===== config.mk =====
export PLATFORM = sky130hd
export DESIGN_NAME = audio_auto_gain_adjust_core
export DESIGN_NICKNAME = d
export VERILOG_FILES = /design/src/hdl/aga_pkg.sv /design/src/hdl/audio_auto_gain_adjust_core.sv
export VERILOG_INCLUDE_DIRS = /design/src /design/src/hdl
export SDC_FILE = /design/constraint.sdc
export NUM_CORES = 1
export LEC_CHECK = 0
export BUFFER_PORTS_ARGS = -buffer_cell sky130_fd_sc_hd__buf_4
export CELL_PAD_IN_SITES_DETAIL_PLACEMENT = 0
export CELL_PAD_IN_SITES_GLOBAL_PLACEMENT = 1
export CORE_MARGIN = 1
export CORE_UTILIZATION = 38
export DETAILED_ROUTE_END_ITERATION = 6
export GPL_ROUTABILITY_DRIVEN = 0
export GPL_TIMING_DRIVEN = 0
export PLACE_DENSITY_LB_ADDON = 0.1
export SLEW_MARGIN = 20
export SYNTH_ARGS = -nofsm -noshare
export SYNTH_HDL_FRONTEND = slang
export SYNTH_SLANG_ARGS = --single-unit

===== constraint.sdc =====
create_clock -name clk_i -period 8.3 [get_ports clk_i]
set_input_delay 0.83 -clock clk_i [delete_from_list [all_inputs] [get_ports clk_i]]
set_output_delay 0.83 -clock clk_i [all_outputs]
set_load 0.01 [all_outputs]

===== src/hdl/audio_auto_gain_adjust_core_macros.svh =====
// Assertion macros for the audio automatic gain adjust core.
// Depends on nothing; included by the top level only.
`ifndef AUDIO_AUTO_GAIN_ADJUST_CORE_MACROS_SVH
`define AUDIO_AUTO_GAIN_ADJUST_CORE_MACROS_SVH
`ifndef SYNTH
// Same-cycle implication, disabled during reset
`define AGA_ASSERT_IMPL(label, clk, rstn, ante, cons) \
  label: assert property (@(posedge clk) disable iff (!(rstn)) (ante) |-> (cons)) \
    else $error("assertion failed");
// Next-cycle implication, disabled during reset
`define AGA_ASSERT_NEXT(label, clk, rstn, ante, cons) \
  label: assert property (@(posedge clk) disable iff (!(rstn)) (ante) |=> (cons)) \
    else $error("assertion failed");
`else
`define AGA_ASSERT_IMPL(label, clk, rstn, ante, cons)
`define AGA_ASSERT_NEXT(label, clk, rstn, ante, cons)
`endif
`endif


===== src/hdl/aga_pkg.sv =====
// Shared types and constants of the audio automatic gain adjust core.
// No dependencies; used by audio_auto_gain_adjust_core.
package aga_pkg;

  // Q.16 levels and decision thresholds
  localparam logic [16:0] Q_ONE       = 17'd65536;
  localparam logic [16:0] MAX17       = 17'd131071;
  localparam logic [16:0] LOWER_HI    = 17'd16384;  // average above 0.25
  localparam logic [16:0] LOWER_LO    = 17'd3276;   // average above 0.05
  localparam logic [16:0] RAISE_LIM   = 17'd13108;  // average below 0.20
  localparam logic [16:0] GAIN_UP_MAX = 17'd72088;  // largest gain after a raise

  localparam logic [17:0] RATE_RESET  = 18'd48000;
  localparam int          CHANNELS_DEF = 8;

  // Constant divisors of the gain step
  localparam logic [3:0]  DIV_DOWN = 4'd11;
  localparam logic [3:0]  DIV_UP   = 4'd10;

  // Adjustment codes
  localparam logic [1:0]  ADJ_NONE = 2'd0;
  localparam logic [1:0]  ADJ_DOWN = 2'd1;
  localparam logic [1:0]  ADJ_UP   = 2'd2;

  typedef enum logic [2:0] {
    ST_IDLE,
    ST_READ,
    ST_LOAD,
    ST_MUL,
    ST_DIV,
    ST_DECIDE,
    ST_SCALE,
    ST_DONE
  } aga_state_e;

  // Per-channel state entry
  typedef struct packed {
    logic [16:0] avg;
    logic [20:0] cnt;
    logic [16:0] gain;
  } aga_entry_t;

endpackage


===== src/hdl/audio_auto_gain_adjust_core.sv =====
// Audio automatic gain adjust core: per-channel weighted average volume and slow gain steps.
// Bit-serial multiply, restoring divide and constant-ratio scaling around a channel memory.
// Depends on aga_pkg and audio_auto_gain_adjust_core_macros.svh.
// Flow: a zero-sample or out-of-range item goes from read and load straight to the output;
//   an update adds multiply, divide and decide, and scaling when the gain moves (21 multiply
//   bits, 17 quotient bits, 18 scaling bits). Multiply and divide run one bit per cycle;
//   the next request is taken once the result is in the output register.
// Reset: clears all channel valid bits, so every channel reads average 1.0, counter 0 and
//   unity gain; sample rate returns to 48000. No clearing pass is needed.
`include "audio_auto_gain_adjust_core_macros.svh"

module audio_auto_gain_adjust_core #(
  parameter int CHANNELS = aga_pkg::CHANNELS_DEF
) (
  input  logic        clk_i,
  input  logic        rst_ni,
  // configuration: sample rate in hertz
  input  logic        cfg_we_i,
  input  logic [17:0] cfg_data_i,
  // request input
  input  logic        s_axis_tvalid,
  output logic        s_axis_tready,
  input  logic [39:0] s_axis_tdata,   // [16:0] block_volume, [32:17] block_samples, rest 0
  input  logic [2:0]  s_axis_tuser,   // [2:0] channel
  // result output
  output logic        m_axis_tvalid,
  input  logic        m_axis_tready,
  output logic [39:0] m_axis_tdata,   // [16:0] gain, [33:17] average_volume,
                                      // [35:34] adjustment, rest 0
  output logic [2:0]  m_axis_tuser    // [2:0] channel_out
);

  localparam int AW = (CHANNELS > 1) ? $clog2(CHANNELS) : 1;

  localparam aga_pkg::aga_entry_t ENTRY_RESET = '{
    avg:  aga_pkg::Q_ONE,
    cnt:  21'd0,
    gain: aga_pkg::Q_ONE
  };

  // x * 10 and x * 11 by shift and add
  function automatic logic [20:0] times10(input logic [16:0] x);
    return 21'({x, 3'b000}) + 21'({x, 1'b0});
  endfunction

  function automatic logic [20:0] times11(input logic [16:0] x);
    return times10(x) + 21'(x);
  endfunction

  // One restoring step of a division by a small constant: {remainder, shifter}
  function automatic logic [21:0] scale_step(input logic [3:0]  rem,
                                             input logic [17:0] sh,
                                             input logic [3:0]  dv);
    logic [4:0] t;
    logic       ge;
    logic [3:0] r;
    t  = {rem, sh[17]};
    ge = (t >= {1'b0, dv});
    r  = ge ? 4'(t - {1'b0, dv}) : t[3:0];
    return {r, sh[16:0], ge};
  endfunction

  // Saturate an 18-bit quotient to 17 bits
  function automatic logic [16:0] sat17(input logic [17:0] q);
    return q[17] ? aga_pkg::MAX17 : q[16:0];
  endfunction

  // Control registers
  aga_pkg::aga_state_e state_q, state_d;
  logic                m_valid_q, m_valid_d;
  logic [CHANNELS-1:0] valid_q;
  logic [17:0]         rate_q;

  // Payload registers
  logic [2:0]  ch_q, ch_d;
  logic [16:0] vol_q, vol_d;
  logic [15:0] n_q, n_d;
  logic        upd_q, upd_d;
  logic [16:0] avg_m_q, avg_m_d;
  logic [20:0] cnt_sh_q, cnt_sh_d;
  logic [15:0] n_sh_q, n_sh_d;
  logic [38:0] acc_q, acc_d;
  logic [21:0] tot_q, tot_d;
  logic [21:0] rem_q, rem_d;
  logic [16:0] dvd_q, dvd_d;
  logic [4:0]  bit_q, bit_d;
  logic [16:0] gain_q, gain_d;
  logic [16:0] avg_q, avg_d;
  logic [20:0] cnt_new_q, cnt_new_d;
  logic [1:0]  adj_q, adj_d;
  logic        lower_q, lower_d;
  logic [3:0]  sg_rem_q, sg_rem_d, sa_rem_q, sa_rem_d;
  logic [17:0] sg_sh_q, sg_sh_d, sa_sh_q, sa_sh_d;
  logic [39:0] m_data_q, m_data_d;
  logic [2:0]  m_user_q, m_user_d;

  // Channel memory
  aga_pkg::aga_entry_t chan_mem_q [CHANNELS];
  aga_pkg::aga_entry_t rd_entry_q;
  aga_pkg::aga_entry_t cur_entry;
  aga_pkg::aga_entry_t wr_entry;
  logic                mem_we;

  logic [6:0]  ch_ext;
  logic [AW-1:0] addr;
  logic        in_range;
  logic        in_acc;
  logic        out_free;
  logic [18:0] mul_hi;
  logic [38:0] acc_sum;
  logic [22:0] div_trial;
  logic        div_ge;
  logic [20:0] six_sec;
  logic [20:0] four_sec;
  logic        trip;
  logic        lower;
  logic        raise;
  logic [20:0] dg, da;
  logic [3:0]  sdiv;
  logic [21:0] sg_step, sa_step;
  logic        out_oor;

  // Channel decode
  assign ch_ext   = {4'b0000, ch_q};
  assign addr     = ch_ext[AW-1:0];
  assign in_range = (ch_ext < 7'(CHANNELS));
  assign cur_entry = valid_q[addr] ? rd_entry_q : ENTRY_RESET;
  assign wr_entry  = '{avg: avg_q, cnt: cnt_new_q, gain: gain_q};

  assign in_acc   = s_axis_tvalid && s_axis_tready;
  assign out_free = !m_valid_q || m_axis_tready;

  // Multiply step: add both partial products at the top, shift right
  assign mul_hi = {1'b0, acc_q[38:21]}
                + (cnt_sh_q[0] ? {2'b00, avg_m_q} : 19'd0)
                + (n_sh_q[0]   ? {2'b00, vol_q}   : 19'd0);
  assign acc_sum = {mul_hi, acc_q[20:1]};

  // Divide step: trial subtract of the total sample count
  assign div_trial = {rem_q, dvd_q[16]} - {1'b0, tot_q};
  assign div_ge    = !div_trial[22];

  // Thresholds from the sample rate
  assign four_sec = 21'({rate_q, 2'b00});
  assign six_sec  = four_sec + 21'({rate_q, 1'b0});
  assign trip     = (tot_q > {1'b0, six_sec});

  // Gain decision on the new average
  assign lower = (dvd_q > aga_pkg::LOWER_HI) ||
                 ((dvd_q > aga_pkg::LOWER_LO) && (gain_q > aga_pkg::Q_ONE));
  assign raise = !lower && (dvd_q < aga_pkg::RAISE_LIM) && (gain_q < aga_pkg::Q_ONE);
  assign dg    = lower ? times10(gain_q) : times11(gain_q);
  assign da    = lower ? times10(dvd_q)  : times11(dvd_q);

  // Constant-ratio scaling steps
  assign sdiv    = lower_q ? aga_pkg::DIV_DOWN : aga_pkg::DIV_UP;
  assign sg_step = scale_step(sg_rem_q, sg_sh_q, sdiv);
  assign sa_step = scale_step(sa_rem_q, sa_sh_q, sdiv);

  // Next state and datapath
  always_comb begin
    state_d   = state_q;
    m_valid_d = m_valid_q;
    ch_d      = ch_q;
    vol_d     = vol_q;
    n_d       = n_q;
    upd_d     = upd_q;
    avg_m_d   = avg_m_q;
    cnt_sh_d  = cnt_sh_q;
    n_sh_d    = n_sh_q;
    acc_d     = acc_q;
    tot_d     = tot_q;
    rem_d     = rem_q;
    dvd_d     = dvd_q;
    bit_d     = bit_q;
    gain_d    = gain_q;
    avg_d     = avg_q;
    cnt_new_d = cnt_new_q;
    adj_d     = adj_q;
    lower_d   = lower_q;
    sg_rem_d  = sg_rem_q;
    sg_sh_d   = sg_sh_q;
    sa_rem_d  = sa_rem_q;
    sa_sh_d   = sa_sh_q;
    m_data_d  = m_data_q;
    m_user_d  = m_user_q;
    mem_we    = 1'b0;
    s_axis_tready = (state_q == aga_pkg::ST_IDLE);

    // Drop the output once taken
    if (m_valid_q && m_axis_tready) begin
      m_valid_d = 1'b0;
    end

    unique case (state_q)
      aga_pkg::ST_IDLE: begin
        if (in_acc) begin
          ch_d    = s_axis_tuser;
          vol_d   = s_axis_tdata[16:0];
          n_d     = s_axis_tdata[32:17];
          state_d = aga_pkg::ST_READ;
        end
      end
      aga_pkg::ST_READ: begin
        state_d = aga_pkg::ST_LOAD;
      end
      aga_pkg::ST_LOAD: begin
        gain_d   = cur_entry.gain;
        avg_d    = cur_entry.avg;
        avg_m_d  = cur_entry.avg;
        cnt_sh_d = cur_entry.cnt;
        n_sh_d   = n_q;
        tot_d    = {1'b0, cur_entry.cnt} + {6'd0, n_q};
        acc_d    = '0;
        bit_d    = '0;
        adj_d    = aga_pkg::ADJ_NONE;
        upd_d    = in_range && (n_q != 16'd0);
        state_d  = (in_range && (n_q != 16'd0)) ? aga_pkg::ST_MUL : aga_pkg::ST_DONE;
      end
      aga_pkg::ST_MUL: begin
        acc_d    = acc_sum;
        cnt_sh_d = {1'b0, cnt_sh_q[20:1]};
        n_sh_d   = {1'b0, n_sh_q[15:1]};
        bit_d    = bit_q + 5'd1;
        if (bit_q == 5'd20) begin
          rem_d   = acc_sum[38:17];
          dvd_d   = acc_sum[16:0];
          bit_d   = '0;
          state_d = aga_pkg::ST_DIV;
        end
      end
      aga_pkg::ST_DIV: begin
        rem_d = div_ge ? div_trial[21:0] : {rem_q[20:0], dvd_q[16]};
        dvd_d = {dvd_q[15:0], div_ge};
        bit_d = bit_q + 5'd1;
        if (bit_q == 5'd16) begin
          state_d = aga_pkg::ST_DECIDE;
        end
      end
      aga_pkg::ST_DECIDE: begin
        avg_d = dvd_q;
        if (!trip) begin
          cnt_new_d = tot_q[20:0];
          state_d   = aga_pkg::ST_DONE;
        end else begin
          cnt_new_d = four_sec;
          if (lower || raise) begin
            lower_d  = lower;
            adj_d    = lower ? aga_pkg::ADJ_DOWN : aga_pkg::ADJ_UP;
            sg_rem_d = {1'b0, dg[20:18]};
            sg_sh_d  = dg[17:0];
            sa_rem_d = {1'b0, da[20:18]};
            sa_sh_d  = da[17:0];
            bit_d    = '0;
            state_d  = aga_pkg::ST_SCALE;
          end else begin
            state_d = aga_pkg::ST_DONE;
          end
        end
      end
      aga_pkg::ST_SCALE: begin
        sg_rem_d = sg_step[21:18];
        sg_sh_d  = sg_step[17:0];
        sa_rem_d = sa_step[21:18];
        sa_sh_d  = sa_step[17:0];
        bit_d    = bit_q + 5'd1;
        if (bit_q == 5'd17) begin
          gain_d  = sat17(sg_step[17:0]);
          avg_d   = sat17(sa_step[17:0]);
          state_d = aga_pkg::ST_DONE;
        end
      end
      aga_pkg::ST_DONE: begin
        // Hold until the output register is free, then commit
        if (out_free) begin
          mem_we    = upd_q;
          m_valid_d = 1'b1;
          m_user_d  = ch_q;
          m_data_d  = in_range ? {4'b0000, adj_q, avg_q, gain_q} : 40'd0;
          state_d   = aga_pkg::ST_IDLE;
        end
      end
      default: begin
        state_d = aga_pkg::ST_IDLE;
      end
    endcase
  end

  // State register
  always_ff @(posedge clk_i or negedge rst_ni) begin
    if (!rst_ni) begin
      state_q <= aga_pkg::ST_IDLE;
    end else begin
      state_q <= state_d;
    end
  end

  // Control registers: output valid, channel valid bits, sample rate
  always_ff @(posedge clk_i or negedge rst_ni) begin
    if (!rst_ni) begin
      m_valid_q <= 1'b0;
      valid_q   <= '0;
      rate_q    <= aga_pkg::RATE_RESET;
    end else begin
      m_valid_q <= m_valid_d;
      if (mem_we) begin
        valid_q[addr] <= 1'b1;
      end
      if (cfg_we_i) begin
        rate_q <= cfg_data_i;
      end
    end
  end

  // Payload registers
  always_ff @(posedge clk_i) begin
    ch_q      <= ch_d;
    vol_q     <= vol_d;
    n_q       <= n_d;
    upd_q     <= upd_d;
    avg_m_q   <= avg_m_d;
    cnt_sh_q  <= cnt_sh_d;
    n_sh_q    <= n_sh_d;
    acc_q     <= acc_d;
    tot_q     <= tot_d;
    rem_q     <= rem_d;
    dvd_q     <= dvd_d;
    bit_q     <= bit_d;
    gain_q    <= gain_d;
    avg_q     <= avg_d;
    cnt_new_q <= cnt_new_d;
    adj_q     <= adj_d;
    lower_q   <= lower_d;
    sg_rem_q  <= sg_rem_d;
    sg_sh_q   <= sg_sh_d;
    sa_rem_q  <= sa_rem_d;
    sa_sh_q   <= sa_sh_d;
    m_data_q  <= m_data_d;
    m_user_q  <= m_user_d;
  end

  // Channel memory: one write port, one registered read port
  always_ff @(posedge clk_i) begin
    if (mem_we) begin
      chan_mem_q[addr] <= wr_entry;
    end
    rd_entry_q <= chan_mem_q[addr];
  end

  assign m_axis_tvalid = m_valid_q;
  assign m_axis_tdata  = m_data_q;
  assign m_axis_tuser  = m_user_q;

  // Checks
  assign out_oor = ({4'b0000, m_axis_tuser} >= 7'(CHANNELS));

  `AGA_ASSERT_IMPL(a_oor_zero, clk_i, rst_ni, m_axis_tvalid && out_oor, m_axis_tdata == 40'd0)
  `AGA_ASSERT_NEXT(a_done_hold, clk_i, rst_ni, (state_q == aga_pkg::ST_DONE) && !out_free, (state_q == aga_pkg::ST_DONE) && m_valid_q)
  `AGA_ASSERT_IMPL(a_div_rem, clk_i, rst_ni, state_q == aga_pkg::ST_DIV, rem_q < tot_q)
  `AGA_ASSERT_IMPL(a_up_bound, clk_i, rst_ni, m_axis_tvalid && (m_axis_tdata[35:34] == aga_pkg::ADJ_UP), m_axis_tdata[16:0] <= aga_pkg::GAIN_UP_MAX)

endmodule

## Yosys cells after proc, flatten, opt, wreduce, memory -nomap -nowiden

Memories as Yosys holds them, arrays and structs flattened. A register that Yosys moved wholly into a read port is not among the register bits.
Cells that the tools add are included.

| word-level totals | value |
|---|---|
| flip-flop bits (word level) | 371 |
| memory bits (writable) | 440 |
| bits of input ports | 66 |
| output and inout port bits | 45 |
| word-level logic and storage cells | 167 |
| memories kept | 1 |

| cells by class | value |
|---|---|
| $add $sub $neg | 12 |
| order comparisons | 11 |
| equal/unequal tests | 17 |
| multiplexer cells | 63 |
| bitwise operators | 1 |
| reductions and logical operators | 33 |

Memory list:

| name | depth | bits a word | read ports | clocked after memory_dff | write ports | RTL line | RTL |
|---|---|---|---|---|---|---|---|
| chan_mem_q | 8 | 55 | 1 | 1 | 1 | audio_auto_gain_adjust_core.sv:98 | `aga_pkg::aga_entry_t chan_mem_q [CHANNELS];` |

Operators by type and width:

| kind | number |
|---|---|
| 17-bit two-way mux | 7 |
| 39-bit case mux with 2 select lines | 1 |
| 18-bit two-way mux | 4 |
| 18-bit case mux with 2 select lines | 2 |
| 17-bit case mux with 2 select lines | 2 |
| 55-bit two-way mux | 1 |
| 17-bit case mux with 3 select lines | 1 |
| 22-bit two-way mux | 2 |
| 22-bit case mux with 2 select lines | 1 |
| 20-bit by 18-bit adder with 21-bit output | 2 |
| 21-bit by 17-bit adder with 21-bit output | 2 |
| 21-bit two-way mux | 2 |
| 21-bit case mux with 2 select lines | 1 |
| 16-bit case mux with 2 select lines | 1 |
| 4-bit two-way mux | 6 |
| 3-bit case mux with 8 select lines | 1 |
| 23-bit by 22-bit subtractor with 23-bit output | 1 |
| 21-bit by 16-bit adder with 22-bit output | 1 |
| 22-bit by 21-bit greater-than comparator with 1-bit output | 1 |
| 20-bit by 19-bit adder with 21-bit output | 1 |
| 20-bit two-way mux | 1 |
| 5-bit case mux with 4 select lines | 1 |
| 18-bit by 17-bit adder with 19-bit output | 1 |
| 19-bit by 17-bit adder with 19-bit output | 1 |
| 37 further kinds | 93 |

## Depth between registers and ports, before layout

Gate-level depths: netlist (run 1).

| depth | value |
|---|---|
| depth in word-level cells | 10 |
| gate-level depth with buffers | 19 |
| gate-level depth less buffers | 18 |

## Least setup slack after synthesis (run 1)

Ideal clock, no wire load.

| timing path | value |
|---|---|
| path kind | reg-to-reg |
| from | register rate_q[1] |
| to | register sa_rem_q[0], enable pin |
| setup time | 0.450 ns |
| arrival time | 5.451 ns |
| data required time | 7.850 ns |
| setup slack | 2.399 ns |
| cell stages (with the launch flop) | 19 |
| buffers on the path | 0 |
| clock period less this slack | 5.901 ns |
| cell sequence | dfrtp_1 ha_1 fa_1 a21o_1 a21oi_1 o21bai_1 a21oi_1 o21ai_0 a221oi_1 nor2b_1 xor2_1 ha_1 and4_1 nand2_1 nor3_1 nand4b_1 o21ai_0 o31ai_1 nor2b_1 |

| between the ends | value |
|---|---|
| cells in the longest elaborated chain, start to end | 4 |

RTL lines:

| element | RTL line | RTL |
|---|---|---|
| start, declared | audio_auto_gain_adjust_core.sv:72 | `logic [17:0] rate_q;` |
| start signal, assigned | audio_auto_gain_adjust_core.sv:303 | `rate_q <= aga_pkg::RATE_RESET;` |
| start signal, assigned | audio_auto_gain_adjust_core.sv:310 | `rate_q <= cfg_data_i;` |
| 20-bit by 19-bit adder with 21-bit output | audio_auto_gain_adjust_core.sv:145 | `assign six_sec = four_sec + 21'({rate_q, 1'b0});` |
| 22-bit by 21-bit greater-than comparator with 1-bit output | audio_auto_gain_adjust_core.sv:146 | `assign trip = (tot_q > {1'b0, six_sec});` |
| 2-bit inequality test (no source line) | -- |  |
| 3-bit AND reduction (no source line) | -- |  |
| end signal, assigned | audio_auto_gain_adjust_core.sv:336 | `sa_rem_q <= sa_rem_d;` |
| end, declared | audio_auto_gain_adjust_core.sv:92 | `logic [3:0] sg_rem_q, sg_rem_d, sa_rem_q, sa_rem_d;` |

Every way passes these cells.
A chain may end at the register's enable or synchronous reset.

## Final worst setup path (run 1)

| timing path | value |
|---|---|
| from | register rate_q[0] |
| to | register cnt_new_q[18] (data pin) |

| between the ends | value |
|---|---|
| cells in the longest elaborated chain, start to end | 3 |

RTL lines:

| element | RTL line | RTL |
|---|---|---|
| 20-bit by 19-bit adder with 21-bit output | audio_auto_gain_adjust_core.sv:145 |  |
| 22-bit by 21-bit greater-than comparator with 1-bit output | audio_auto_gain_adjust_core.sv:146 |  |
| 20-bit two-way mux | audio_auto_gain_adjust_core.sv:242 | `if (!trip) begin` |
| end signal, assigned | audio_auto_gain_adjust_core.sv:331 | `cnt_new_q <= cnt_new_d;` |
| end, declared | audio_auto_gain_adjust_core.sv:89 | `logic [20:0] cnt_new_q, cnt_new_d;` |

Every way passes these cells.

==> flow_summary.yaml, run 1 <==
outcome:
  status: "completed"
critical_path:
  worstPathRequired_ns: 8.68
  r2r_setup_slack_ns: 2.00
  regToRegEndpoint: "cnt_new_q[18]"
  critPathArrivalTime_ns: 6.68
  cp-startpoint: "rate_q[0]"
  reg2reg_depth: 19
  setup.worst_path.start_class: "flip-flop"
  crit_end: "cnt_new_q[18]"
  worstSetupPathType: "reg2reg"
  crit_path_cell_trace: "ha_1, fa_1, a21o_1, a21oi_1, o21bai_1, a21oi_1, o21ai_0, a221oi_1, nor2b_1, xor2_1, ha_1, and4_1, nand2_1, nor3_1, nand4b_1, o21ai_0, nor2_1, clkbuf_1, mux2i_1"
  crit_slowest_cell: "o21ai_0"
  critPathMaxFanout: 10
  max_stage_delay_ns: 0.90
  r2r-start: "rate_q[0]"
  endpoint_kind: "flip-flop"
placement:
  hpwlAfterDp_mm: 85.06
  place_area_um2: 42280
  port_buffers: 98
  dp.cells: 4477
  place_ws_ns: 2.024
finish:
  finalNetCount: 3458
  n_fill_cell: 9336
  regArea_um2: 25160
  area_growth_pct: 15.23
  instances_no_fill: 4647
  final_area_um2: 45310
  layout-drive-gt1-share: 0.1147
  multi_input_area_um2: 13330
  diodes: 0
routing:
  wl_per_cell_um: 26.25
  drc: 0
  vias_per_cell: 5.576
  firstDrtPassIters: 7
  drtIter0Drc: 2495
  routed-via-count: 25911
  finalWirelength_mm: 122.0
  ant_nets: 0
clocking:
  cts_buffers: 91
  post_cts_buffers: 0
  postCtsResizedCells: 0
  hold_buffers: 0
  clkSinkCount: 861
  clk_latency_ns: 0.67
  cts_buffer_depth: 3
  htree_num_levels: 3
  clkTransAtPathRegs_ns: 0.06
  root_buffer: "clkbuf_16"
  cts_tree: "yes"
floorplanning:
  coreArea_um2: 102200
  chipHeight_um: 323.7
  die_area_um2: 104800
  die_w_um: 323.7
  num_io_pins: 111
  rows: 117
  initial_core_util: 0.3849
sta:
  slew_violations: 0
  period_needed_ns: 6.299
  fmax_mhz: 158.8
  setup_viol: 0
  hold_viol: 0
  setup_slack_ns: 2.002
  relSlewSlack: 0.2067
  finClkSkew_ns: 0.02404
  fin_setup_tns_ns: 0
  rsz0062_at_grt: "no"
  tightest_slew_ns: 1.190
  period_share: 0.7589
synth:
  netlist_instances: 2990
  synth_edf_count: 776
  yosysUniqueCellTypes: 79
  yosysWarnings: 0
  ys_ff_latch: 861
  ys.flop_type: "edfxtp_1"
  avgSynthCellArea_um2: 13.15
  netlist_area_um2: 39330
  post-synth-top-area-cell: "edfxtp_1"
  yosysSeqAreaShare: 0.6399
  synth_area_leaders: "edfxtp_1 (59%), ha_1 (5.2%), a22oi_1 (4.2%)"
  synth_top_cell_area_share: 0.5926
  async_flop_share: 0.03484
worst_hold_path:
  hold_class: "in2async"
global_routing:
  grt_use_total: 0.2332
  grt_overflow: 0
  grt_pass1_wl_mm: 176.8
  grt_pass1_vias: 26062
  grt_antenna_before_repair: 4
  grt_max_degree: 38
run:
  max_cap_viol_count: 0
power_and_ir_drop:
  vdd_drop_max_mv: 0.1715
  p_per_area_nw_per_um2: 402.9
  power_leakage_nw: 16.23
## layer usage
| metal | vias up | global-route usage | routed length, um |
|---|---|---|---|
| li1 | 11874 | - | - |
| met1 | 13080 | 0.3157 | 53750 |
| met2 | 789 | 0.3924 | 58740 |
| met3 | 168 | 0.02984 | 6309 |
| met4 | 0 | 0.06488 | 3193 |
| met5 | - | 0 | 0 |
## critical path: cells and delay by family (launching register included)
family / cells / cell delay (ns)
compound gates: 7 / 2.31
xor+xnor: 1 / 0.09
fa+ha+maj: 3 / 0.95
buf+inv: 1 / 0.51
flops: 1 / 0.46
mux: 1 / 0.61
simple gates: 6 / 1.08
## worst min path at each step
stage                     depth (start not counted)  slack, ns       start               end
after floorplan                                   0       0.40    adj_q[0]  m_axis_tdata[34]
after global placement                            1       0.45  valid_q[3]        valid_q[3]
after detailed placement                          0       0.43    adj_q[0]  m_axis_tdata[34]
after CTS                                         1       0.17      rst_ni        valid_q[7]
after global routing                              1       0.17      rst_ni        valid_q[1]
final                                             1       0.16      rst_ni        valid_q[3]
## cells by family (layout without fill, tap and decap cells)
family                     count (synthesis)  in the layout  share of synthesized area
DFF                                      861            861                     0.6399
and+or+nand+nor                          798            798                     0.1013
AOI/OAI and AO/OA                        709            709                     0.1219
buffers and inverters                    235            521                    0.02342
adders and majority gates                190            190                    0.06522
xor gates and xnor gates                 107            107                    0.02383
muxes                                     89             89                    0.02444
other                                      1              4                 0.00009536
## stage by stage
step	total power (W)	util	hold slack (ns)
after CTS	0.01834	0.4435	0.1684
after floorplan	0.01164	-	0.4003
after global routing	0.01934	0.4435	0.1713
after global placement	0.01399	0.4089	0.4471
final	0.01826	0.4435	0.1638
after detailed placement	0.01416	0.4138	0.4350
## layout make-up
| class | count | area share |
|---|---|---|
| sequential | 861 | 0.5553 |
| multi-input combinational | 1897 | 0.2942 |
| clock buffer | 115 | 0.05517 |
| tap | 1368 | 0.03777 |
| timing repair buffer | 116 | 0.02532 |
| buffer | 131 | 0.01193 |
| clock inverter | 55 | 0.01171 |
| inverter | 104 | 0.008615 |
## power by group
part           internal (W)  total, W  switching, W  leakage (nW)
Clock               0.00239   0.00414       0.00175          1.49
Sequential          0.00625   0.00706      0.000808          7.93
Combinational       0.00270   0.00706       0.00436          6.82
## Yosys cell counts, drive strengths merged (11+ instances only)
cell type and number:
nand2b 21, inv 103, a211oi 22, or3 11
nand3 38, ha 165, dfxtp 55, mux2 56
edfxtp 776, a21o 41, mux2i 33, nor4 11
clkbuf 104, and2 84, nor3 65, nand2 227
o211ai 20, buf 27, dfrtp 23, or2 15
nor2 161, a21boi 12, nor3b 16, o21bai 13
a221oi 22, and3 21, a31oi 25, a21oi 150
fa 25, xnor2 67, xor2 40, o21a 20
o21ai 96, nand4 70, nor2b 31, a22oi 222
## flip-flops by register name (all words and copies together) (netlist names), 4 cells and up
register,cells
n_sh_q,16
tot_q,22
acc_q,38
vol_q,17
sa_sh_q,18
sa_rem_q,4
sg_rem_q,4
sg_sh_q,18
rate_q,18
rd_entry_q,55
n_q,16
chan_mem_q,440
rem_q,22
m_axis_tdata,36
gain_q,17
bit_q,5
dvd_q,17
avg_q,17
cnt_sh_q,21
cnt_new_q,21
valid_q,8
avg_m_q,17
## cell usage in the layout (no fill, tap or decap), drive strengths merged, types with 31 or more instances in the layout
cell and count:
xnor2 67, a21o 41, mux2i 33, edfxtp 776
a22oi 222, o21ai 96, buf 143, and2 84
clkinv 39, mux2 56, inv 105, nand4 70
clkbuf 219, nor2 161, dfxtp 55, xor2 40
nor2b 31, nand3 38, nor3 65, nand2 227
a21oi 150, ha 165
Power figures use the tool's default switching activity.
==> inputs of run 2 (changes only) <==
- clock period: 8.3 -> 5.9 ns (I/O delays scaled with it)
==> flow_summary.yaml, run 2 (synthesis results as in run 1) <==
outcome:
  status: "completed"
floorplanning:
  chipHeight_um: 323.7
  die_w_um: 323.7
  rows: 117
  coreArea_um2: 102200
  num_io_pins: 111
  initial_core_util: 0.3849
  die_area_um2: 104800
routing:
  wl_per_cell_um: 26.13
  ant_nets: 0
  finalWirelength_mm: 121.8
  firstDrtPassIters: 5
  routed-via-count: 25866
  drtIter0Drc: 2282
  drc: 0
  vias_per_cell: 5.551
critical_path:
  crit_end: "sg_sh_q[0]"
  r2r-start: "rate_q[0]"
  reg2reg_depth: 17
  setup.worst_path.start_class: "flip-flop"
  max_stage_delay_ns: 0.74
  critPathMaxFanout: 23
  worstPathRequired_ns: 6.26
  worstSetupPathType: "reg2reg"
  crit_slowest_cell: "nor2b_4"
  cp-startpoint: "rate_q[0]"
  r2r_setup_slack_ns: 0.45
  endpoint_kind: "flip-flop"
  critPathArrivalTime_ns: 5.81
  regToRegEndpoint: "sg_sh_q[0]"
  crit_path_cell_trace: "ha_1, fa_1, a21o_1, a21oi_1, o21bai_1, a21oi_1, o21ai_0, a221oi_1, nor2b_1, xor2_1, ha_1, and4_1, nand2_1, o2111a_1, o31ai_1, nor2b_4, buf_16"
sta:
  whs_ns: 0.08002
  slew_violations: 0
  tightest_slew_ns: 1.212
  fin_setup_tns_ns: 0
  hold_viol: 0
  setup_viol: 0
  period_share: 0.9233
  setup_slack_ns: 0.4528
  relSlewSlack: 0.1917
  finClkSkew_ns: 0.03645
  period_needed_ns: 5.447
  rsz0062_at_grt: "no"
  fmax_mhz: 183.6
clocking:
  post_cts_buffers: 0
  cts_buffer_depth: 3
  clk_latency_ns: 0.69
  cts_tree: "yes"
  clkSinkCount: 861
  htree_num_levels: 3
  cts_buffers: 96
  root_buffer: "clkbuf_16"
  clkTransAtPathRegs_ns: 0.06
finish:
  layout-drive-gt1-share: 0.1151
  reg_top3: "chan_mem_q: 440 flops, rd_entry_q: 55 flops, acc_q: 38 flops"
  largest_register: "chan_mem_q"
  final_common_cell: "edfxtp_1"
  area_growth_pct: 15.89
  final_cell_mix: "edfxtp_1 (776), nand2_1 (227), a22oi_1 (222)"
  instances_no_fill: 4660
  finalNetCount: 3465
  largest_reg_flops: 440
  final_area_um2: 45580
  diodes: 0
placement:
  hpwlAfterDp_mm: 84.74
  dp.cells: 4478
  place_area_um2: 42290
  port_buffers: 98
  place_ws_ns: -0.1285
power_and_ir_drop:
  power_leakage_nw: 16.33
  combPwrFrac: 0.380
  power_frac_seq: 0.383
  p_per_area_nw_per_um2: 570.3
  vdd_drop_max_mv: 0.2840
  p_int_w: 0.01621
  p_sw_frac: 0.3765
  p_switching_w: 0.009787
  clkPwrFrac: 0.238
run:
  max_cap_viol_count: 0
global_routing:
  grt_pass1_vias: 25598
  grt_overflow: 0
  grt_pass1_wl_mm: 175.6
  grt_max_degree: 38
  grt_use_total: 0.2324
  grt_antenna_before_repair: 3
worst_hold_path:
  hold_class: "in2reg"
## run 2: changes by cell type in the layout (fill, tap and decap cells not counted), sizes merged
cell / change
buf: +1
dlygate4sd3: +1
inv: +3
clkinv: +1
clkbuf: +4
bufinv: +3
## run 2: metrics by stage
stage	total power, W	util
after floorplan	0.01638	-
after global placement	0.01964	0.4089
after detailed placement	0.01990	0.4139
after CTS	0.02615	0.4459
after global routing	0.02758	0.4460
final	0.02599	0.4460
## run 2: critical path, delay by kind of cell, from the launching register on
kind / cells / cell delay, ns
AO/OA/AOI/OAI: 8 / 2.13
XOR/XNOR: 1 / 0.10
adder cells (fa/ha/maj): 3 / 0.95
buffers and inverters: 1 / 0.25
flip-flops: 1 / 0.44
AND/OR/NAND/NOR: 4 / 1.22
## run 2: final cells by class
type                            count  area (um2)
Tap cell                         1368        1712
Inverter                          104       390.4
Sequential cell                   861       25160
Clock buffer                      119        2570
Timing Repair Buffer              118        1162
Clock inverter                     62       696.9
Multi-Input combinational cell   1897       13340
Fill cell                        9335       56610
Buffer                            131       541.8
## run 2: how the worst min path moves through the flow
stage	from	to	slack, ns	cells past startpoint
floorplan	rst_ni	m_axis_tvalid	0.29	0
global placement	adj_q[1]	m_axis_tdata[35]	0.42	0
detailed placement	adj_q[1]	m_axis_tdata[35]	0.41	0
CTS	s_axis_tdata[19]	n_q[2]	0.04	1
global route	s_axis_tdata[30]	n_q[13]	0.05	1
finish	s_axis_tdata[8]	vol_q[8]	0.08	1
## run 2: per-layer routing
layer | global-route usage | vias to the layer above | part of all wire
li1 | - | 11914 | -
met1 | 0.3157 | 13057 | 0.44
met2 | 0.3936 | 751 | 0.49
met3 | 0.02828 | 144 | 0.052
met4 | 0.05922 | 0 | 0.023
met5 | 0 | - | 0
## run 2: timing repair
action | CTS | global route
hold buffers | 1 | 0
hold endpoints to repair | 23 | 0
gates resized for setup | 1 | 5
endpoints found under the setup margin | 6 | 34
## run 2: power by group through the flow
stage          Sequential (W)  Clock [W]  Combinational (W)
6_report              0.00994    0.00618            0.00987
5_1_grt                0.0101    0.00652             0.0110
4_1_cts               0.00997    0.00627            0.00990
3_5_place_dp           0.0101          0            0.00983
3_3_place_gp           0.0102          0            0.00949
2_1_floorplan         0.00954          0            0.00684
